`src/sv/pfb_pkg.sv`:
```
// ----------------------------------------------------------------------------
// pfb_pkg
// Types and constants of the packet frame builder.
// ----------------------------------------------------------------------------
package pfb_pkg;

  // Input operation codes.
  localparam logic [1:0] OP_START   = 2'd0;
  localparam logic [1:0] OP_PAYLOAD = 2'd1;
  localparam logic [1:0] OP_ACK     = 2'd2;

  // Command kinds passed from the front to the serializer.
  localparam logic [1:0] CMD_REJECT  = 2'd0;
  localparam logic [1:0] CMD_HEADER  = 2'd1;
  localparam logic [1:0] CMD_PAYLOAD = 2'd2;
  localparam logic [1:0] CMD_ACK     = 2'd3;

  localparam logic [7:0] SYNC_BYTE = 8'hAA;
  localparam logic [7:0] ACK_LEN   = 8'd6;
  localparam logic [7:0] CHR_A     = 8'h61;
  localparam logic [7:0] CHR_C     = 8'h63;
  localparam logic [7:0] CHR_K     = 8'h6B;
  localparam logic [7:0] CHR_COLON = 8'h3A;
  localparam logic [7:0] CHR_SEMI  = 8'h3B;
  // Sum of the fixed ack payload characters, modulo 256.
  localparam logic [7:0] ACK_CHAR_SUM = 8'(CHR_A + CHR_C + CHR_K + CHR_COLON + CHR_SEMI);

  // Index of the final byte of an ack frame.
  localparam logic [3:0] ACK_LAST_STEP = 4'd13;
  localparam logic [3:0] HDR_LAST_STEP = 4'd6;

  typedef struct packed {
    logic [1:0] op;
    logic [7:0] destination;
    logic [7:0] source;
    logic [7:0] length;
    logic [7:0] data_byte;
    logic [7:0] acked_id;
  } pfb_in_t;

  typedef struct packed {
    logic [7:0] tx_byte;
    logic       last;
    logic       rejected;
  } pfb_out_t;

  typedef struct packed {
    logic [1:0] kind;
    logic [7:0] id;
    logic [7:0] dst;
    logic [7:0] src;
    logic [7:0] dev;
    logic [7:0] len;
    logic [7:0] data;
    logic [7:0] csum;
    logic       has_csum;
  } pfb_cmd_t;

endpackage

```
`src/sv/pfb_if.sv`:
```
// ----------------------------------------------------------------------------
// pfb_in_if / pfb_out_if
// Valid/ready channels carrying input items and output words.
// ----------------------------------------------------------------------------
interface pfb_in_if;
  import pfb_pkg::*;
  logic    valid;
  logic    ready;
  pfb_in_t data;
  modport source (output valid, output data, input ready);
  modport sink (input valid, input data, output ready);
endinterface

interface pfb_out_if;
  import pfb_pkg::*;
  logic     valid;
  logic     ready;
  pfb_out_t data;
  modport source (output valid, output data, input ready);
  modport sink (input valid, input data, output ready);
endinterface

```
`src/sv/pfb_front.sv`:
```
// ----------------------------------------------------------------------------
// pfb_front
// Accepts items, checks ordering, tracks the open frame and the running
// checksum, and turns each item into one serializer command.
// ----------------------------------------------------------------------------
module pfb_front #(
  parameter int MAX_PAYLOAD = 50
) (
  input  logic            clk,
  input  logic            rst_n,
  pfb_in_if.sink          in_ch,
  input  logic            cfg_we,
  input  logic [7:0]      cfg_wdata,
  input  logic            q_full,
  output logic            push,
  output pfb_pkg::pfb_cmd_t cmd
);
  import pfb_pkg::*;

  localparam int REM_W = $clog2(MAX_PAYLOAD + 1);

  logic [7:0]       dev_id_r;
  logic [7:0]       frame_cnt_r, frame_cnt_nxt;
  logic [7:0]       run_sum_r, run_sum_nxt;
  logic [REM_W-1:0] rem_r, rem_nxt;
  logic             open_r, open_nxt;
  logic [7:0]       sum;

  assign in_ch.ready = !q_full;
  assign push        = in_ch.valid && in_ch.ready;

  always_comb begin
    frame_cnt_nxt = frame_cnt_r;
    run_sum_nxt   = run_sum_r;
    rem_nxt       = rem_r;
    open_nxt      = open_r;
    sum           = 8'd0;
    cmd           = '0;
    cmd.id        = frame_cnt_r;
    cmd.dst       = in_ch.data.destination;
    cmd.src       = in_ch.data.source;
    cmd.dev       = dev_id_r;
    cmd.len       = in_ch.data.length;
    cmd.data      = in_ch.data.data_byte;
    cmd.kind      = CMD_REJECT;
    unique case (in_ch.data.op)
      OP_START: begin
        if (!open_r && in_ch.data.length <= 8'(MAX_PAYLOAD)) begin
          sum           = frame_cnt_r + in_ch.data.destination + in_ch.data.source
                          + dev_id_r + in_ch.data.length;
          cmd.kind      = CMD_HEADER;
          cmd.has_csum  = (in_ch.data.length == 8'd0);
          frame_cnt_nxt = frame_cnt_r + 8'd1;
          run_sum_nxt   = sum;
          rem_nxt       = in_ch.data.length[REM_W-1:0];
          open_nxt      = (in_ch.data.length != 8'd0);
        end
      end
      OP_PAYLOAD: begin
        if (open_r) begin
          sum          = run_sum_r + in_ch.data.data_byte;
          cmd.kind     = CMD_PAYLOAD;
          cmd.has_csum = (rem_r == REM_W'(1));
          run_sum_nxt  = sum;
          rem_nxt      = rem_r - REM_W'(1);
          open_nxt     = (rem_r != REM_W'(1));
        end
      end
      OP_ACK: begin
        if (!open_r) begin
          sum           = frame_cnt_r + in_ch.data.destination + dev_id_r + dev_id_r
                          + ACK_LEN + ACK_CHAR_SUM + in_ch.data.acked_id;
          cmd.kind      = CMD_ACK;
          cmd.src       = dev_id_r;
          cmd.len       = ACK_LEN;
          cmd.data      = in_ch.data.acked_id;
          cmd.has_csum  = 1'b1;
          frame_cnt_nxt = frame_cnt_r + 8'd1;
          run_sum_nxt   = sum;
        end
      end
      default: begin
        cmd.kind = CMD_REJECT;
      end
    endcase
    // 0xFF minus the sum is its bitwise complement.
    cmd.csum = ~sum;
  end

  always_ff @(posedge clk) begin
    if (!rst_n) begin
      dev_id_r    <= 8'd0;
      frame_cnt_r <= 8'd0;
      run_sum_r   <= 8'd0;
      rem_r       <= '0;
      open_r      <= 1'b0;
    end else begin
      if (cfg_we) begin
        dev_id_r <= cfg_wdata;
      end
      if (push) begin
        frame_cnt_r <= frame_cnt_nxt;
        run_sum_r   <= run_sum_nxt;
        rem_r       <= rem_nxt;
        open_r      <= open_nxt;
      end
    end
  end

endmodule

```
`src/sv/pfb_queue.sv`:
```
// ----------------------------------------------------------------------------
// pfb_queue
// Small first-in first-out queue of serializer commands.
// ----------------------------------------------------------------------------
module pfb_queue #(
  parameter int DEPTH = 4
) (
  input  logic              clk,
  input  logic              rst_n,
  input  logic              push,
  input  pfb_pkg::pfb_cmd_t push_data,
  output logic              full,
  input  logic              pop,
  output logic              not_empty,
  output pfb_pkg::pfb_cmd_t head
);
  import pfb_pkg::*;

  localparam int AW = (DEPTH > 1) ? $clog2(DEPTH) : 1;
  localparam int CW = $clog2(DEPTH + 1);

  pfb_cmd_t        entry_r [DEPTH];
  logic [AW-1:0]   wr_ptr_r, rd_ptr_r;
  logic [CW-1:0]   count_r;
  logic            do_push, do_pop;

  assign full      = (count_r == CW'(DEPTH));
  assign not_empty = (count_r != '0);
  assign head      = entry_r[rd_ptr_r];
  assign do_push   = push && !full;
  assign do_pop    = pop && not_empty;

  always_ff @(posedge clk) begin
    if (do_push) begin
      entry_r[wr_ptr_r] <= push_data;
    end
  end

  always_ff @(posedge clk) begin
    if (!rst_n) begin
      wr_ptr_r <= '0;
      rd_ptr_r <= '0;
      count_r  <= '0;
    end else begin
      if (do_push) begin
        wr_ptr_r <= (wr_ptr_r == AW'(DEPTH - 1)) ? '0 : wr_ptr_r + AW'(1);
      end
      if (do_pop) begin
        rd_ptr_r <= (rd_ptr_r == AW'(DEPTH - 1)) ? '0 : rd_ptr_r + AW'(1);
      end
      if (do_push && !do_pop) begin
        count_r <= count_r + CW'(1);
      end else if (do_pop && !do_push) begin
        count_r <= count_r - CW'(1);
      end
    end
  end

endmodule

```
`src/sv/pfb_back.sv`:
```
// ----------------------------------------------------------------------------
// pfb_back
// Serializer: expands the command at the queue head into frame words, one
// per cycle while the output is not stalled, through a registered output stage.
// ----------------------------------------------------------------------------
module pfb_back (
  input  logic              clk,
  input  logic              rst_n,
  input  logic              q_valid,
  input  pfb_pkg::pfb_cmd_t head,
  output logic              pop,
  pfb_out_if.source         out_ch
);
  import pfb_pkg::*;

  logic [3:0] step_r;
  logic [3:0] last_step;
  logic       load;
  logic       is_last;
  pfb_out_t   word;
  pfb_out_t   out_r;
  logic       out_valid_r;

  assign load    = q_valid && (!out_valid_r || out_ch.ready);
  assign is_last = (step_r == last_step);
  assign pop     = load && is_last;

  always_comb begin
    unique case (head.kind)
      CMD_REJECT:  last_step = 4'd0;
      CMD_PAYLOAD: last_step = head.has_csum ? 4'd1 : 4'd0;
      CMD_HEADER:  last_step = head.has_csum ? HDR_LAST_STEP + 4'd1 : HDR_LAST_STEP;
      default:     last_step = ACK_LAST_STEP;
    endcase
  end

  always_comb begin
    word          = '0;
    word.last     = is_last;
    word.rejected = (head.kind == CMD_REJECT);
    if (head.kind == CMD_PAYLOAD) begin
      word.tx_byte = step_r[0] ? head.csum : head.data;
    end else if (head.kind != CMD_REJECT) begin
      unique case (step_r) inside
        4'd0, 4'd1: word.tx_byte = SYNC_BYTE;
        4'd2:       word.tx_byte = head.id;
        4'd3:       word.tx_byte = head.dst;
        4'd4:       word.tx_byte = head.src;
        4'd5:       word.tx_byte = head.dev;
        4'd6:       word.tx_byte = head.len;
        4'd7:       word.tx_byte = (head.kind == CMD_ACK) ? CHR_A : head.csum;
        4'd8:       word.tx_byte = CHR_C;
        4'd9:       word.tx_byte = CHR_K;
        4'd10:      word.tx_byte = CHR_COLON;
        4'd11:      word.tx_byte = head.data;
        4'd12:      word.tx_byte = CHR_SEMI;
        default:    word.tx_byte = head.csum;
      endcase
    end
  end

  always_ff @(posedge clk) begin
    if (load) begin
      out_r <= word;
    end
  end

  always_ff @(posedge clk) begin
    if (!rst_n) begin
      step_r      <= 4'd0;
      out_valid_r <= 1'b0;
    end else begin
      if (load) begin
        step_r <= is_last ? 4'd0 : step_r + 4'd1;
      end
      if (load) begin
        out_valid_r <= 1'b1;
      end else if (out_ch.ready) begin
        out_valid_r <= 1'b0;
      end
    end
  end

  assign out_ch.valid = out_valid_r;
  assign out_ch.data  = out_r;

endmodule

```
`src/sv/packet_frame_builder_unit.sv`:
```
// ----------------------------------------------------------------------------
// packet_frame_builder_unit
// Serializes outgoing frames with sync header and complement checksum.
// ----------------------------------------------------------------------------
// The block turns start, payload and ack items into a byte stream of frames:
// 0xAA 0xAA, id, destination, source, transmitter, length, payload, checksum,
// where the checksum is the complement of the low 8 bits of the sum of every
// byte after the sync pair. An item is taken in every cycle as long as the
// command queue between the front and the serializer has room (QUEUE_DEPTH
// entries), so payload bytes can stream at one per cycle. The output side
// delivers one word per cycle while out_ch.ready holds; an item gives one
// word for a rejection or a payload byte, two for the final payload byte,
// seven or eight for a start, and fourteen for an ack frame. The
// serializer's one word per cycle sets the sustained rate when long items
// follow one another; the queue absorbs short bursts. A rejected
// item (wrong order, length above MAX_PAYLOAD or an unused op code) gives a
// single zero word flagged rejected and last, and leaves all state alone.
// The device id register may only be written while the block is idle.
// ----------------------------------------------------------------------------
module packet_frame_builder_unit #(
  parameter int MAX_PAYLOAD = 50,
  parameter int QUEUE_DEPTH = 4
) (
  input  logic       clk,
  input  logic       rst_n,
  pfb_in_if.sink     in_ch,
  pfb_out_if.source  out_ch,
  input  logic       cfg_we,
  input  logic [7:0] cfg_wdata
);
  import pfb_pkg::*;

  // Commands flow from the front, through the queue, into the serializer.
  pfb_cmd_t cmd;
  pfb_cmd_t head;
  logic     push;
  logic     q_full;
  logic     q_valid;
  logic     pop;

  // The front owns the ordering state, the id counter and the checksum sum,
  // so it never waits on the serializer except when the queue is full.
  pfb_front #(
    .MAX_PAYLOAD (MAX_PAYLOAD)
  ) u_front (
    .clk       (clk),
    .rst_n     (rst_n),
    .in_ch     (in_ch),
    .cfg_we    (cfg_we),
    .cfg_wdata (cfg_wdata),
    .q_full    (q_full),
    .push      (push),
    .cmd       (cmd)
  );

  pfb_queue #(
    .DEPTH (QUEUE_DEPTH)
  ) u_queue (
    .clk       (clk),
    .rst_n     (rst_n),
    .push      (push),
    .push_data (cmd),
    .full      (q_full),
    .pop       (pop),
    .not_empty (q_valid),
    .head      (head)
  );

  // The serializer pops a command once its final word is loaded into the
  // output register.
  pfb_back u_back (
    .clk     (clk),
    .rst_n   (rst_n),
    .q_valid (q_valid),
    .head    (head),
    .pop     (pop),
    .out_ch  (out_ch)
  );

endmodule

```
`src/flat_wrapper.sv`:
```
// flat-port wrapper written by rule: the top's interface ports become plain ports
module packet_frame_builder_unit_flat import pfb_pkg::*;
#(
  parameter int MAX_PAYLOAD = 50,
  parameter int QUEUE_DEPTH = 4
)
  (clk, rst_n, cfg_we, cfg_wdata, in_ch_valid, in_ch_data, in_ch_ready, out_ch_valid, out_ch_data, out_ch_ready);
  pfb_in_if in_ch_i ();
  pfb_out_if out_ch_i ();
  input  logic clk;
  input  logic rst_n;
  input  logic cfg_we;
  input  logic [7:0] cfg_wdata;
  input wire logic [$bits(in_ch_i.valid)-1:0] in_ch_valid;
  input wire logic [$bits(in_ch_i.data)-1:0] in_ch_data;
  output wire logic [$bits(in_ch_i.ready)-1:0] in_ch_ready;
  output wire logic [$bits(out_ch_i.valid)-1:0] out_ch_valid;
  output wire logic [$bits(out_ch_i.data)-1:0] out_ch_data;
  input wire logic [$bits(out_ch_i.ready)-1:0] out_ch_ready;
  assign in_ch_i.valid = in_ch_valid;
  assign in_ch_i.data = in_ch_data;
  assign in_ch_ready = in_ch_i.ready;
  assign out_ch_valid = out_ch_i.valid;
  assign out_ch_data = out_ch_i.data;
  assign out_ch_i.ready = out_ch_ready;
  packet_frame_builder_unit #(.MAX_PAYLOAD(MAX_PAYLOAD), .QUEUE_DEPTH(QUEUE_DEPTH)) u_core (.clk(clk), .rst_n(rst_n), .in_ch(in_ch_i), .out_ch(out_ch_i), .cfg_we(cfg_we), .cfg_wdata(cfg_wdata));
endmodule
```
`config.mk`:
```
export PLATFORM = sky130hd
export DESIGN_NAME = packet_frame_builder_unit_flat
export DESIGN_NICKNAME = d
export VERILOG_FILES = /design/src/sv/pfb_pkg.sv /design/src/sv/pfb_if.sv /design/src/sv/pfb_front.sv /design/src/sv/pfb_queue.sv /design/src/sv/pfb_back.sv /design/src/sv/packet_frame_builder_unit.sv /design/src/flat_wrapper.sv
export SDC_FILE = /design/constraint.sdc
export NUM_CORES = 1
export LEC_CHECK = 0
export ABC_AREA = 1
export BUFFER_PORTS_ARGS = -buffer_cell sky130_fd_sc_hd__buf_2
export CAP_MARGIN = 20
export CORE_MARGIN = 2
export CORE_UTILIZATION = 62
export DETAILED_ROUTE_END_ITERATION = 16
export PLACE_DENSITY_LB_ADDON = 0.3
export SYNTH_ARGS = -nofsm -noshare
export SYNTH_HDL_FRONTEND = slang
export SYNTH_SLANG_ARGS = --single-unit
```
`constraint.sdc`:
```
create_clock -name clk -period 10.6 [get_ports clk]
set_input_delay 0.53 -clock clk [delete_from_list [all_inputs] [get_ports clk]]
set_output_delay 0.53 -clock clk [all_outputs]
set_load 0.1 [all_outputs]
```
* Word level (Yosys, flattened, before mapping) *
Memories as Yosys holds them, arrays and structs flattened. A register that Yosys moved wholly into a read port is not among the register bits.
Cells that the tools add are included.

operators by class
  $add $sub $neg = 17
  mux-type cells = 48
  reduce and logical (&&, ||, !) cells = 31
  order comparisons = 1
  equality and inequality tests = 26
  bitwise operators = 1

operators by type and width
  operator                                                                           count
  8-bit 2-to-1 mux                                                                   14
  8-bit one-hot mux with 12 select lines                                             1
  8-bit adder                                                                        8
  8-bit one-hot mux with 3 select lines                                              2
  16-bit 2-to-1 mux                                                                  2
  4-bit == test (second input constant)                                              5
  4-bit by 3-bit == test with 1-bit output (second input constant)                   4
  8-bit one-hot mux with 2 select lines                                              1
  1-bit 2-to-1 mux                                                                   12
  2-bit 2-to-1 mux                                                                   6
  6-bit 2-to-1 mux                                                                   2
  4-bit one-hot mux with 3 select lines                                              1
  6-bit one-hot mux with 2 select lines                                              1
  2-bit == test (second input constant)                                              5
  2-bit nonzero test                                                                 5
  8-bit by 1-bit adder with 8-bit output (second input constant)                     1
  8-bit by 3-bit adder with 8-bit output (second input constant)                     1
  8-bit adder (second input constant)                                                1
  4-bit by 2-bit == test with 1-bit output (second input constant)                   2
  8-bit by 6-bit less-or-equal comparator with 1-bit output (second input constant)  1
  1-bit logical AND                                                                  8
  8-bit zero test                                                                    1
  8-bit inverter                                                                     1
  4-bit AND reduction                                                                2
  26 further kinds                                                                   37

word-level totals
  memory bits (writable) = 236
  input bits = 55
  register bits = 53
  memories kept = 1

memories
  name                    words  width  read ports  clocked after Yosys merged registers in  write ports  line             source
  u_core.u_queue.entry_r  4      59     1           1                                        1            pfb_queue.sv:22  pfb_cmd_t entry_r [DEPTH];

* Logic depth before layout (Yosys ltp) *
Gate-level depths: netlist of run 1.

  depth after elaboration = 9
  mapped depth = 21
  mapped depth without buffers = 21

* Hierarchy *
Synthesis of run 1 repeated with hierarchy kept, for this count alone.

second synthesis, totals
  cells, all modules = 1494
  area, all modules = 14774.2 um2

by module, submodules not included
  module     area an instance (um2)  times used  seq. area each (um2)  cells each
  pfb_queue  9213.8                  1           7267.0                641
  pfb_front  3836.2                  1           620.6                 564
  pfb_back   1724.2                  1           400.4                 289

* Least setup slack after synthesis of run 1 *
OpenSTA, ideal clock, no wires.

  path type = reg2reg
  from = reg u_core.u_queue.count_r[1]
  to = mem u_core.u_queue.entry_r[0][0] in the netlist's numbering, enable pin
  setup slack = 6.111 ns
  period minus slack after synthesis = 4.489 ns
  cell stages (with the launch flop) = 5
  data required time = 10.124 ns
  data arrival time = 4.012 ns
  library setup time = 0.476 ns
  path through = dfxtp_1 > inv_1 > nand3_1 > nand2_2 > nor2_1

between the ends
  cells in the longest elaborated chain, start to end = 6

RTL lines
  item                                        line                source
  start, declared                             pfb_queue.sv:24     logic [CW-1:0] count_r;
  start signal, assigned                      pfb_queue.sv:52     count_r <= count_r + CW'(1);
  start signal, assigned                      pfb_queue.sv:54     count_r <= count_r - CW'(1);
  3-bit == test (*)                           pfb_queue.sv:27     assign full = (count_r == CW'(DEPTH));
  1-bit zero test (*)                         pfb_front.sv:29     assign in_ch.ready = !q_full;
  net in_ch_ready                             flat_wrapper.sv:16  output wire logic [$bits(in_ch_i.ready)-1:0] in_ch_ready;
  1-bit logical AND                           pfb_front.sv:30     assign push = in_ch.valid && in_ch.ready;
  1-bit logical AND (*)                       pfb_queue.sv:30     assign do_push = push && !full;
  1-bit 2-to-1 mux (*)                        pfb_queue.sv:34     if (do_push) begin
  1-bit 2-to-1 mux (not written as such) (*)  pfb_queue.sv:35     entry_r[wr_ptr_r] <= push_data;
  end, declared                               pfb_queue.sv:22

Mark *: on every way through the listed nets, which the timed path passes. The rest lies on a longest branch.

==> metrics.log, run 1 <==
[metrics] Initial Utilization: 63.6%
[metrics] Setup-failing EPs final: 0
[metrics] simple-gate share of the synthesized area: 16.4%
[metrics] setup slack on the worst flop-to-flop path: 6.50 ns
[metrics] standard cell core area: 22800 um^2
[metrics] endpoint of the lowest-slack register-to-register path: u_core.u_queue.entry_r[2][8]
[metrics] Cell variety after synth: 50
[metrics] number of antenna-violating nets in the routed design: 0
[metrics] min Tclk post-route: 4.10 ns
[metrics] cell count of the worst hold path: 3
[metrics] main combinational cell family by area after synthesis: simple AND/OR/NAND/NOR gates
[metrics] overall routed net length: 37.7 mm
[metrics] min setup slack post-route: 6.50 ns
[metrics] residual DRC count: 0
[metrics] dpl cells: 1774
[metrics] slew at the pin closest to its max-slew limit: 0.966 ns
[metrics] Area growth syn-to-layout: 11.0%
[metrics] number of standard cells in the final layout excluding fillers: 1832
[metrics] overall overflow remaining after global route: 0
[metrics] buffer levels on the longest clock path: 3
[metrics] Synth Net Count: 1568
[metrics] Combinational Power Share: 34.0%
[metrics] synthesized cell area: 14500 um^2
[metrics] area of the die: 24600 um^2
[metrics] hold violation total from the final report: 0
[metrics] # H-tree levels: 1
[metrics] hold-fix buffer count after cts: 0
[metrics] reg2reg path depth: 18
[metrics] worst path required time: 10.90 ns
[metrics] launch instance of the worst min-delay path: cfg_wdata[6]
[metrics] fmax: 244 MHz
[metrics] Gates resized, CTS repair: 0
[metrics] synthesis-stage register bit count: 291
[metrics] final-report max-slew violation count: 0
[metrics] vias per std cell: 5.95
[metrics] cell internal pwr: 2.41 mW
[metrics] buffers inserted during post-CTS setup optimization: 0
[metrics] Worst setup SP type: register
[metrics] power density of the placed cells: 243 nW/um^2
[metrics] number of synthesized flops with an enable pin: 246
[metrics] Synth Area in Compound Gates: 11.5%
[metrics] largest fanout on the critical path: 7
[metrics] Psw: 1.49 mW
[metrics] first-pass iteration count of the detailed router: 5
[metrics] startpoint of the most critical register-to-register path: u_core.u_front.frame_cnt_r[0]
[metrics] total I/O pin count: 67
[metrics] VDD IR-drop max: 0.000207 V
[metrics] sequential element share of the synthesized area: 57.2%
[metrics] fraction of power spent switching nets: 38.1%
[metrics] clock power share: 27.4%
[metrics] count of maximum capacitance violations: 0
[metrics] Die X: 157 um
[metrics] vias in the first global route: 10.6k
[metrics] Setup Slack @ Placement: 6.17 ns
[metrics] GRT Util Overall: 31.4%
[metrics] number of buffers added by the clock tree synthesis step: 30
[metrics] vias post-DR: 10.9k
[metrics] xor-xnor portion of the synthesized cell area: 1.69%
[metrics] multiplexer share of the synthesized area: 0%
[metrics] final worst-path cycle share: 38.7%
[metrics] normalized max-slew margin: 35.6%
[metrics] Async SR Flop Fraction: 0%
[metrics] half-perimeter wire length after detailed placement: 24.9 mm
[metrics] TritonCTS clock tree: built
[metrics] kind of path behind the tightest hold check: input pin to register
[metrics] global-route wire length before repair: 57.5 mm
[metrics] status: complete, no violations
[metrics] count of clock tree sinks: 291
[metrics] post-detailed-route wirelength per cell: 20.6 um
[metrics] ratio of cells with drive above 1 in the final layout: 12.1%
[metrics] cells after synthesis: 1439
[metrics] chip height: 157 um
[metrics] Yosys warning count: 0
[metrics] reported leakage power: 6.36 nW
[metrics] worst skew pair latency: 0.55 ns
[metrics] kind of end point of the critical path: register
[metrics] Root Buffer Master: sky130_fd_sc_hd__clkbuf_16
[metrics] post-synthesis share of cell area spent on full adders, half adders and majority gates: 7.64%
[metrics] clock-pin slew on the worst setup and hold paths: 0.06 ns
[metrics] start-to-end type of the worst setup path: register to register
[metrics] Clock Skew: 0.0135 ns
[metrics] Port Buffers: 66
[metrics] most common flop cell mapped by yosys: sky130_fd_sc_hd__edfxtp_1
[metrics] synthesized area per cell: 10.1 um^2
[metrics] number of nets in the finished design: 1622
[metrics] global placement routability congestion: 0.926
[metrics] initial antenna violation count: 2
[metrics] largest net degree at the start of global routing: 83
[metrics] Initial DRC Count: 1191
[metrics] setup TNS: 0 ns
[metrics] sequential cell fraction of total power: 38.6%
[metrics] signal arrival time at the worst endpoint: 4.41 ns
[metrics] hold worst-path end: u_core.u_front.dev_id_r[6]
[metrics] setup repair after global routing missed its margin: false
[metrics] number of placement rows: 55
[per-stage QoR]
step	power, mW	hold slack [ns]	util, %	cell area [um^2]
floorplan	2.49	0.449	-	14500
global placement	2.79	0.464	66.1	15000
detailed placement	2.83	0.481	66.1	15000
CTS	3.89	0.195	70.5	16100
global route	4.08	0.226	70.5	16100
finish	3.90	0.198	70.5	16100
[state kept, by name (all words and copies together) (netlist names), named ones only]
| register | flops |
|---|---|
| u_core.u_queue.entry_r | 236 |
| u_core.u_back.out_ch.data | 10 |
| u_core.u_front.dev_id_r | 8 |
| u_core.u_front.frame_cnt_r | 8 |
| u_core.u_front.run_sum_r | 8 |
| u_core.u_front.rem_r | 6 |
| u_core.u_back.step_r | 4 |
| u_core.u_queue.count_r | 3 |
| u_core.u_queue.rd_ptr_r | 2 |
| u_core.u_queue.wr_ptr_r | 2 |
| u_core.u_back.out_ch.valid | 1 |
| u_core.u_front.open_r | 1 |
[layout by cell type (no fill, tap or decap), drive strengths merged, types with 4 or more instances in the layout]
master  Yosys  final
a21oi      88     88
or2         5      5
ha         50     50
edfxtp    246    246
o21ai     145    145
o211ai     10     10
nand4      11     11
inv       139    140
xnor2      12     12
o22ai      30     30
nor3        9      9
a31oi       6      6
a211oi      4      4
buf        33     76
nor2      151    151
dfxtp      45     45
clkinv      1      8
nand3      88     88
clkbuf     21     42
xor2       16     16
fa         24     24
nand2     281    281
[worst max-delay path by stage]
stage          slack [ns]  depth (start not counted)                           from                           end
5_1_grt              6.13                         19  u_core.u_front.frame_cnt_r[0]  u_core.u_queue.entry_r[2][8]
3_5_place_dp         6.17                         19                 in_ch_data[32]  u_core.u_queue.entry_r[2][8]
6_report             6.50                         18  u_core.u_front.frame_cnt_r[0]  u_core.u_queue.entry_r[2][8]
2_1_floorplan        6.11                          4      u_core.u_queue.count_r[1]  u_core.u_queue.entry_r[0][0]
4_1_cts              6.50                         18  u_core.u_front.frame_cnt_r[0]  u_core.u_queue.entry_r[2][8]
3_3_place_gp         6.34                         20                 in_ch_data[32]  u_core.u_queue.entry_r[0][8]
[Yosys cell counts (all sizes together), types with 2 or more instances]
| cell | number | area, um^2 |
|---|---|---|
| nand4 | 11 | 68.8 |
| a31oi | 6 | 43.8 |
| o21ai | 145 | 733 |
| o211ai | 10 | 75.1 |
| nor2 | 151 | 609 |
| a32o | 3 | 30.0 |
| nor3b | 2 | 15.0 |
| clkbuf | 21 | 78.8 |
| nand3 | 88 | 465 |
| dfxtp | 45 | 901 |
| edfxtp | 246 | 7390 |
| buf | 33 | 188 |
| a211oi | 4 | 30.0 |
| o22ai | 30 | 188 |
| nor3 | 9 | 50.1 |
| ha | 50 | 626 |
| o21bai | 3 | 22.5 |
| o22a | 3 | 26.3 |
| o221ai | 3 | 26.3 |
| a221oi | 2 | 17.5 |
| xnor2 | 12 | 105 |
| or2 | 5 | 31.3 |
| xor2 | 16 | 140 |
| nand2 | 281 | 1110 |
| inv | 139 | 522 |
| nor4 | 2 | 12.5 |
| a21oi | 88 | 444 |
| fa | 24 | 480 |
[cell type report]
cell class	instances	area [um^2]
Sequential cell	291	8290
Fill cell	1668	6710
Multi-Input combinational cell	954	5430
Clock buffer	42	846
Inverter	140	531
Timing Repair Buffer	76	405
Tap cell	313	392
Clock inverter	14	171
Antenna cell	2	5.00
[power groups by stage]
stage / combinational [mW] / clock [mW] / sequential, mW
2_1_floorplan: 0.839 / 0 / 1.65
3_3_place_gp: 1.27 / 0 / 1.52
3_5_place_dp: 1.30 / 0 / 1.53
4_1_cts: 1.31 / 1.07 / 1.51
5_1_grt: 1.44 / 1.12 / 1.52
6_report: 1.33 / 1.07 / 1.51
[routing by layer]
| layer | vias to the layer above | wire length (um) | GRT usage (%) |
|---|---|---|---|
| met1 | 5131 | 14700 | 42.5 |
| met5 | - | 0 | 0 |
| met2 | 586 | 17200 | 50.0 |
| li1 | 5081 | - | - |
| met3 | 99 | 4270 | 6.15 |
| met4 | 0 | 1470 | 13.1 |
[cell families after synthesis]
logic type                 count (synthesis)
and+or+nand+nor                          551
AOI/OAI and AO/OA                        301
DFF                                      291
buffers and inverters                    194
adders and majority gates                 74
xor gates and xnor gates                  28
[worst max-delay path, cell delays in order (launching register included)]
cell	delay [ns]
sky130_fd_sc_hd__dfxtp_1	0.37
sky130_fd_sc_hd__ha_1	0.25
sky130_fd_sc_hd__fa_1	0.43
sky130_fd_sc_hd__nand3_1	0.10
sky130_fd_sc_hd__nand2_1	0.08
sky130_fd_sc_hd__a21oi_1	0.15
sky130_fd_sc_hd__o21bai_1	0.09
sky130_fd_sc_hd__xnor2_1	0.22
sky130_fd_sc_hd__inv_1	0.09
sky130_fd_sc_hd__fa_1	0.46
sky130_fd_sc_hd__ha_1	0.30
sky130_fd_sc_hd__ha_1	0.34
sky130_fd_sc_hd__a21oi_1	0.13
sky130_fd_sc_hd__o21ai_0	0.09
sky130_fd_sc_hd__nor2_1	0.13
sky130_fd_sc_hd__nand3_1	0.09
sky130_fd_sc_hd__nand3_1	0.12
sky130_fd_sc_hd__nor2_1	0.05
sky130_fd_sc_hd__o21ai_0	0.37
No activity file was read; power rests on OpenSTA's default activity.
==> run 2, diff against run 1 <==
clock period = 4 ns   (was 10.6 ns; I/O delays follow)
==> run 2 against run 1 <==
Clock skew is 0.0037 ns higher; clock-buffer cell count is 9 lower; highest routed layer unchanged; cell count is 2.0% higher; final area is 2.2% higher; global-route usage is 0.51 points higher.
==> metrics.log, run 2 (synthesized netlist as in run 1, its figures left out) <==
[metrics] Clock Skew: 0.0172 ns (+0.00369 ns)
[metrics] count of fill cells added during filler insertion: 1593 (-4.5%)
[metrics] total I/O pin count: 67 (unchanged)
[metrics] clock power share: 26.1% (-1.3 points)
[metrics] Setup-failing EPs final: 0 (unchanged)
[metrics] number of placement rows: 55 (unchanged)
[metrics] standard cell core area: 22800 um^2 (unchanged)
[metrics] fmax: 262 MHz (+7.5%)
[metrics] largest net degree at the start of global routing: 92 (+11%)
[metrics] power after layout: 10.3 mW (+160%)
[metrics] Initial DRC Count: 1383 (+16%)
[metrics] power density of the placed cells: 627 nW/um^2 (+160%)
[metrics] cell with the largest stage delay on the worst path: sky130_fd_sc_hd__fa_1
[metrics] half-perimeter wire length after detailed placement: 25.8 mm (+3.5%)
[metrics] residual DRC count: 0 (unchanged)
[metrics] global placement routability congestion: 0.990 (+6.9%)
[metrics] flip-flop count of the largest register after layout: 236 (unchanged)
[metrics] count of maximum capacitance violations: 0 (unchanged)
[metrics] number of antenna-violating nets in the routed design: 0 (unchanged)
[metrics] family of cells with the greatest summed delay on the critical path: adder cells
[metrics] Combinational Power Share: 35.2% (+1.2 points)
[metrics] overall routed net length: 38.6 mm (+2.4%)
[metrics] register containing the most flip-flops in the final layout: u_core.u_queue.entry_r
[metrics] most frequent standard cell in the layout excluding fill and tap cells: sky130_fd_sc_hd__nand2_1
[metrics] number of buffers added by the clock tree synthesis step: 28 (-6.7%)
[metrics] area of the die: 24600 um^2 (unchanged)
[metrics] vias post-DR: 11.2k (+2.3%)
[metrics] vias in the first global route: 10.4k (-1.3%)
[metrics] start-to-end type of the worst setup path: register to register
[metrics] most frequent CP cell: sky130_fd_sc_hd__fa_1
[metrics] buffer levels on the longest clock path: 3 (unchanged)
[metrics] worst path required time: 4.27 ns (-6.63 ns)
[metrics] vias per std cell: 5.97 (+0.35%)
[metrics] hold violation total from the final report: 0 (unchanged)
[metrics] sequential cell fraction of total power: 38.7% (about the same)
[metrics] count of clock tree sinks: 291 (unchanged)
[metrics] largest registers in the final layout: u_core.u_queue.entry_r: 236 flops, u_core.u_back.out_ch.data: 10 flops
[metrics] Multi-input gate area: 5470 um^2 (+0.71%)
[metrics] number of nets in the finished design: 1662 (+2.5%)
[metrics] setup repair after global routing missed its margin: false
[metrics] VDD IR-drop max: 0.000510 V (+150%)
[metrics] fraction of power spent switching nets: 38.4% (+0.30 points)
[metrics] final-layout worst hold slack: 0.121 ns (-0.0767 ns)
[metrics] largest stage delay on the critical path: 0.46 ns (about the same)
[metrics] # H-tree levels: 1 (unchanged)
[metrics] number of inserted diodes: 0 (-2)
[metrics] reported leakage power: 6.54 nW (+2.8%)
[metrics] ratio of cells with drive above 1 in the final layout: 13.1% (+0.99 points)
[metrics] initial antenna violation count: 0 (-2)
[metrics] Port Buffers: 66 (unchanged)
[metrics] worst skew pair latency: 0.55 ns (about the same)
[metrics] register area: 8290 um^2 (unchanged)
[metrics] overall overflow remaining after global route: 0 (unchanged)
[metrics] chip height: 157 um (unchanged)
[metrics] final design utilization: 72.1% (+1.6 points)
[metrics] Root Buffer Master: sky130_fd_sc_hd__clkbuf_16
[metrics] chain of cells forming the critical path: ha_2, fa_1, buf_4, xor2_1, buf_4, fa_1, ha_1, ha_1, fa_1, a21oi_1, o21bai_1, nand2_1, nand3_1, o211ai_1, nand2_1
[metrics] most frequent cells in the layout: 268 x sky130_fd_sc_hd__nand2_1, 246 x sky130_fd_sc_hd__edfxtp_1, 135 x sky130_fd_sc_hd__nor2_1, 126 x sky130_fd_sc_hd__o21ai_0, 124 x sky130_fd_sc_hd__inv_1
[metrics] final worst-path cycle share: 95.4% (+57 points)
[metrics] Psw: 3.96 mW (+170%)
[metrics] largest fanout on the critical path: 4 (-3)
[metrics] TritonCTS clock tree: built
[metrics] signal arrival time at the worst endpoint: 4.08 ns (-0.33 ns)
[metrics] clock-pin slew on the worst setup and hold paths: 0.07 ns (about the same)
[metrics] kind of path behind the tightest hold check: input pin to register
[metrics] cell internal pwr: 6.34 mW (+160%)
[metrics] min Tclk post-route: 3.82 ns (-0.287 ns)
[metrics] Area growth syn-to-layout: 13.4%
[metrics] Worst setup SP type: register
[metrics] Buf+Inv Stages, Crit Path: 2 (+1)
[metrics] global-route wire length before repair: 58.5 mm (+1.7%)
[metrics] Die X: 157 um (unchanged)
[metrics] first-pass iteration count of the detailed router: 6 (+1)
[metrics] slew at the pin closest to its max-slew limit: 0.984 ns (+0.0171 ns)
[metrics] status: complete, no violations
[metrics] final-report max-slew violation count: 0 (unchanged)
[metrics] normalized max-slew margin: 33.7% (-1.8 points)
[metrics] Initial Utilization: 63.6% (unchanged)
[metrics] post-detailed-route wirelength per cell: 20.7 um (+0.47%)
[metrics] kind of end point of the critical path: register
[metrics] GRT Util Overall: 31.9% (+0.51 points)
run 2: changes by cell type in the layout (fill, tap and decap cells not counted), sizes merged:
cell          delta
buf             +19
diode            -2
bufinv           +1
dlymetal6s4s     +1
clkinv           +6
clkbuf           -9
clkinvlp         -1
dlygate4sd3     +22
inv              -1
run 2: worst paths after layout:
kind | slack (ns) | depth (start not counted) | endpoint | start
setup reg to reg | 0.18 | 15 | u_core.u_queue.entry_r[2][7] | u_core.u_front.frame_cnt_r[0]
hold reg to reg | 0.49 | 2 | register | u_core.u_queue.rd_ptr_r[1]
hold / removal | 0.12 | 3 | u_core.u_queue.entry_r[0][23] | in_ch_data[22]
setup / recovery | 0.18 | 15 | u_core.u_queue.entry_r[2][7] | u_core.u_front.frame_cnt_r[0]
run 2: final cells by class:
| cell class | instances | share of cell area [%] |
|---|---|---|
| timing repair buffer | 118 | 4.92 |
| tap | 313 | 2.38 |
| sequential | 291 | 50.5 |
| clock inverter | 19 | 1.34 |
| multi-input combinational | 954 | 33.3 |
| inverter | 140 | 3.23 |
| clock buffer | 33 | 4.38 |
run 2: repair_timing:
item | CTS | global route
resized for setup | 0 | 10
endpoints found under the setup margin | 0 | 14
hold endpoints to repair | 43 | 0
setup buffers | 0 | 1
hold buffers | 23 | 0
run 2: routing by layer:
metal / share of wire, % / vias up / track usage (%)
li1: - / 5157 / -
met1: 39 / 5287 / 44.6
met2: 46 / 607 / 50.8
met3: 11 / 99 / 5.48
met4: 3.9 / 0 / 11.2
met5: 0 / - / 0
run 2: through the flow:
| stage | TNS [ns] | setup slack, ns | area [um^2] | cells |
|---|---|---|---|---|
| CTS | 0 | 0.0164 | 16400 | 1868 |
| global placement | 0 | 0.0899 | 15200 | 1793 |
| detailed placement | 0 | 0.0191 | 15200 | 1793 |
| finish | 0 | 0.185 | 16400 | 1868 |
| global route | 0 | 0.00482 | 16400 | 1868 |
| floorplan | -115.35 | -0.489 | 14500 | 1439 |
run 2: power by group through the flow:
| stage | sequential, mW | clock [mW] | combinational, mW |
|---|---|---|---|
| floorplan | 4.38 | 0 | 2.22 |
| global placement | 4.02 | 0 | 3.43 |
| detailed placement | 4.04 | 0 | 3.51 |
| CTS | 3.98 | 2.69 | 3.56 |
| global route | 4.02 | 2.80 | 3.95 |
| finish | 3.98 | 2.69 | 3.62 |
run 2: worst register-to-register path, cell delays in order (launching register included):
cell	delay (ns)
sky130_fd_sc_hd__dfxtp_1	0.32
sky130_fd_sc_hd__ha_2	0.19
sky130_fd_sc_hd__fa_1	0.41
sky130_fd_sc_hd__buf_4	0.15
sky130_fd_sc_hd__xor2_1	0.14
sky130_fd_sc_hd__buf_4	0.15
sky130_fd_sc_hd__fa_1	0.46
sky130_fd_sc_hd__ha_1	0.31
sky130_fd_sc_hd__ha_1	0.24
sky130_fd_sc_hd__fa_1	0.41
sky130_fd_sc_hd__a21oi_1	0.16
sky130_fd_sc_hd__o21bai_1	0.09
sky130_fd_sc_hd__nand2_1	0.06
sky130_fd_sc_hd__nand3_1	0.12
sky130_fd_sc_hd__o211ai_1	0.21
sky130_fd_sc_hd__nand2_1	0.13
==> run 3, diff against run 2 <==
ABC_AREA = unset   (was 1)
SYNTH_HIERARCHICAL = 1   (was unset)
clock period = 4.15 ns   (was 4 ns; I/O delays follow)
==> run 3 against run 2 <==
Sequential share of layout area rose by 1.3 points; area after synthesis fell by 1.2%; sequential power fell by 2%; critical path depth rose by 3; worst hold slack got worse by 0.082 ns; synthesized cell count fell by 30%; clock-buffer cell count fell by 1; setup slack got worse by 0.051 ns; register-to-register slack improved by 0.05 ns; highest routed layer unchanged.
==> metrics.log, run 3 <==
[metrics] number of nets in the finished design: 1220 (-27%)
[metrics] final worst-path cycle share: 96.8%
[metrics] Synth area leader: sky130_fd_sc_hd__edfxtp_1
[metrics] portion of synthesized cell area occupied by the leading cell type: 51.6% (+0.64 points)
[metrics] Yosys warning count: 6 (+6)
[metrics] chain of cells forming the critical path: dlygate4sd3_1, buf_2, ha_1, fa_2, a21o_1, a21oi_2, xnor2_1, fa_1, inv_1, ha_1, ha_1, a21o_1, a21oi_1, xnor2_1, a21oi_1, a21oi_1, a21oi_1, or2_4
[metrics] kind of path behind the tightest hold check: input pin to register
[metrics] endpoint of the lowest-slack register-to-register path: u_core/u_queue/entry_r[2][7]
[metrics] area of the die: 24300 um^2 (-1.2%)
[metrics] worst skew pair latency: 0.55 ns (about the same)
[metrics] flip-flop count of the largest register after layout: 236 (unchanged)
[metrics] Async SR Flop Fraction: 0% (unchanged)
[metrics] worst path required time: 4.44 ns (+0.17 ns)
[metrics] dpl cells: 1329 (-26%)
[metrics] vias post-DR: 9091 (-18%)
[metrics] overall routed net length: 34.6 mm (-10%)
[metrics] largest fanout on the critical path: 5 (+1)
[metrics] slew at the pin closest to its max-slew limit: 0.915 ns (-0.0689 ns)
[metrics] Setup-failing EPs final: 0 (unchanged)
[metrics] TritonCTS clock tree: built
[metrics] largest net degree at the start of global routing: 60 (-35%)
[metrics] setup slack on the worst flop-to-flop path: 0.23 ns (+0.05 ns)
[metrics] number of inserted diodes: 0 (unchanged)
[metrics] reported leakage power: 5.75 nW (-12%)
[metrics] sequential element share of the synthesized area: 57.9% (+0.72 points)
[metrics] clock-pin slew on the worst setup and hold paths: 0.06 ns (about the same)
[metrics] Cell variety after synth: 80 (+60%)
[metrics] cell with the largest stage delay on the worst path: sky130_fd_sc_hd__dlygate4sd3_1
[metrics] Port Buffers: 66 (unchanged)
[metrics] setup TNS: 0 ns (unchanged)
[metrics] standard cell core area: 22600 um^2 (-0.60%)
[metrics] Die X: 156 um (-0.60%)
[metrics] startpoint of the most critical register-to-register path: u_core/u_front/frame_cnt_r[0]
[metrics] count of maximum capacitance violations: 0 (unchanged)
[metrics] largest stage delay on the critical path: 0.54 ns (+0.08 ns)
[metrics] most common flop cell mapped by yosys: sky130_fd_sc_hd__edfxtp_1
[metrics] number of placement rows: 55 (unchanged)
[metrics] synthesized cell area: 14300 um^2 (-1.2%)
[metrics] kind of end point of the critical path: register
[metrics] first-pass iteration count of the detailed router: 6 (unchanged)
[metrics] GRT Util Overall: 29.3% (-2.6 points)
[metrics] final instance area: 16000 um^2 (-2.6%)
[metrics] reg2reg path depth: 16 (+1)
[metrics] power density of the placed cells: 600 nW/um^2 (-4.3%)
[metrics] post-detailed-route wirelength per cell: 24.7 um (+20%)
[metrics] normalized max-slew margin: 39.0% (+5.3 points)
[metrics] CP Launch Point: in_ch_data[32]
[metrics] min Tclk post-route: 4.02 ns
[metrics] number of antenna-violating nets in the routed design: 0 (unchanged)
[metrics] most frequent cells in the layout: 246 x sky130_fd_sc_hd__edfxtp_1, 66 x sky130_fd_sc_hd__buf_2, 65 x sky130_fd_sc_hd__nand2_1, 59 x sky130_fd_sc_hd__mux4_2, 55 x sky130_fd_sc_hd__inv_1
[metrics] final-report max-slew violation count: 0 (unchanged)
[metrics] count of clock tree sinks: 291 (unchanged)
[metrics] count of cell instances traversed by the critical path: 18 (+3)
[metrics] fmax: 249 MHz
[metrics] cell count of the worst hold path: 3 (unchanged)
[metrics] residual DRC count: 0 (unchanged)
[metrics] ratio of cells with drive above 1 in the final layout: 21.2% (+8.1 points)
[metrics] setup repair after global routing missed its margin: false
[metrics] # H-tree levels: 1 (unchanged)
[metrics] buffer levels on the longest clock path: 3 (unchanged)
[metrics] VDD IR-drop max: 0.000424 V (-17%)
[metrics] cell types with the highest counts after synthesis: 246 x sky130_fd_sc_hd__edfxtp_1, 65 x sky130_fd_sc_hd__nand2_1, 59 x sky130_fd_sc_hd__mux4_2
[metrics] global placement routability congestion: 0.934 (-5.6%)
[metrics] register containing the most flip-flops in the final layout: u_core/u_queue/entry_r
[metrics] Worst setup SP type: input pin
[metrics] number of buffers added by the clock tree synthesis step: 29 (+3.6%)
[metrics] number of synthesized flops with an enable pin: 246 (unchanged)
[metrics] total I/O pin count: 67 (unchanged)
[metrics] Buf+Inv Stages, Crit Path: 3 (+1)
[metrics] most frequent standard cell in the layout excluding fill and tap cells: sky130_fd_sc_hd__edfxtp_1
[metrics] Clock Skew: 0.0138 ns (-0.00345 ns)
[metrics] Initial Utilization: 63.2% (-0.40 points)
[metrics] number of standard cells in the final layout excluding fillers: 1398 (-25%)
[metrics] cells after synthesis: 1006 (-30%)
[metrics] half-perimeter wire length after detailed placement: 23.4 mm (-9.1%)
[metrics] Multi-input gate area: 5480 um^2 (+0.32%)
[metrics] Placed Instance Area: 14900 um^2 (-2.2%)
[metrics] synthesized area per cell: 14.2 um^2 (+41%)
[metrics] largest registers in the final layout: u_core/u_queue/entry_r: 236 flops, u_core/u_back/out_ch.data: 10 flops
[metrics] initial antenna violation count: 1 (+1)
[metrics] status: complete, no violations
[metrics] global-route wire length before repair: 53.1 mm (-9.2%)
[metrics] synthesis-stage register bit count: 291 (unchanged)
[metrics] signal arrival time at the worst endpoint: 4.31 ns (+0.23 ns)
[metrics] start-to-end type of the worst setup path: input pin to register
[metrics] biggest area contributors in the synthesized netlist: sky130_fd_sc_hd__edfxtp_1 52%, sky130_fd_sc_hd__mux4_2 9.3%, sky130_fd_sc_hd__dfxtp_1 6.3%, sky130_fd_sc_hd__ha_1 4.4%, sky130_fd_sc_hd__fa_1 3.4%
[metrics] register area: 8290 um^2 (unchanged)
[metrics] count of fill cells added during filler insertion: 1437 (-9.8%)
[metrics] Root Buffer Master: sky130_fd_sc_hd__clkbuf_16
[metrics] cell with the most instances after synthesis: sky130_fd_sc_hd__edfxtp_1
[metrics] hold violation total from the final report: 0 (unchanged)
[metrics] vias per std cell: 6.50 (+8.9%)
[metrics] Area growth syn-to-layout: 11.9%
[metrics] CP Capture Point: u_core/u_queue/entry_r[2][7]
[metrics] Initial DRC Count: 1041 (-25%)
[metrics] vias in the first global route: 9061 (-13%)
[metrics] Synth Net Count: 1135 (-28%)
[metrics] family of cells with the greatest summed delay on the critical path: adder cells
[metrics] overall overflow remaining after global route: 0 (unchanged)
[metrics] chip height: 156 um (-0.60%)
[metrics] most frequent CP cell: sky130_fd_sc_hd__a21oi_1
==> run 3: through the flow <==
| step | utilization, % | hold slack, ns | power (mW) | worst slack [ns] |
|---|---|---|---|---|
| after floorplan | - | 0.329 | 6.24 | 0.301 |
| after global placement | 65.7 | 0.447 | 6.92 | 0.0585 |
| after detailed placement | 65.7 | 0.453 | 7.00 | 0.00697 |
| after CTS | 70.6 | 0.0177 | 9.61 | 0.0249 |
| after global routing | 70.7 | 0.0641 | 9.99 | 0.0224 |
| final | 70.7 | 0.0391 | 9.60 | 0.134 |
==> run 3: worst min-delay path by stage <==
stage                                    end                   startpoint  slack [ns]
2_1_floorplan  u_core/u_front/frame_cnt_r[2]                        rst_n        0.33
3_3_place_gp      u_core/u_front/dev_id_r[7]                 cfg_wdata[7]        0.45
3_5_place_dp     u_core/u_front/run_sum_r[5]  u_core/u_front/run_sum_r[5]        0.45
4_1_cts         u_core/u_queue/entry_r[1][9]                in_ch_data[0]        0.02
5_1_grt              u_core/u_front/rem_r[0]               in_ch_data[16]        0.06
6_report        u_core/u_queue/entry_r[2][9]                in_ch_data[0]        0.04
==> run 3: worst min-delay path: stages <==
cell	delay (ns)
sky130_fd_sc_hd__buf_2	0.10
sky130_fd_sc_hd__nand2_1	0.05
sky130_fd_sc_hd__nand2_1	0.10
==> run 3: final cells by class <==
| cell class | count | area share, % |
|---|---|---|
| Multi-Input combinational cell | 601 | 34.3 |
| Tap cell | 285 | 2.23 |
| Timing Repair Buffer | 111 | 4.50 |
| Clock inverter | 21 | 1.27 |
| Sequential cell | 291 | 51.8 |
| Inverter | 57 | 1.34 |
| Clock buffer | 32 | 4.60 |
==> run 3: power by group <==
part / internal (mW) / leakage [nW] / switching [mW]
Clock: 1.48 / 0.452 / 1.10
Sequential: 3.72 / 2.63 / 0.170
Combinational: 1.13 / 2.67 / 1.99
Total: 6.34 / 5.75 / 3.26
==> run 3: what timing repair did <==
item | 4_1_cts | 5_1_grt
endpoints found under the hold margin | 40 | 0
hold buffers | 16 | 0
setup buffers | 0 | 0
endpoints found under the setup margin | 0 | 9
resized for setup | 0 | 6
==> run 3: metal layers <==
| metal | GRT usage, % | up-vias | wire length (um) |
|---|---|---|---|
| li1 | - | 4011 | - |
| met1 | 42.4 | 4510 | 14100 |
| met2 | 46.6 | 489 | 16500 |
| met3 | 4.67 | 81 | 2790 |
| met4 | 9.17 | 0 | 1130 |
| met5 | 0 | - | 0 |
==> run 3: kinds of logic (layout without fill, tap and decap cells) <==
group                      count (synthesis)  after routing  share of synthesized area (%)
DFF                                      291            291                           57.9
and+or+nand+nor                          205            205                           7.09
AOI/OAI and AO/OA                        198            198                           9.68
buffers and inverters                    114            221                           3.95
muxes                                     82             82                           10.9
adders and majority gates                 75             75                           7.80
xor gates and xnor gates                  41             41                           2.61
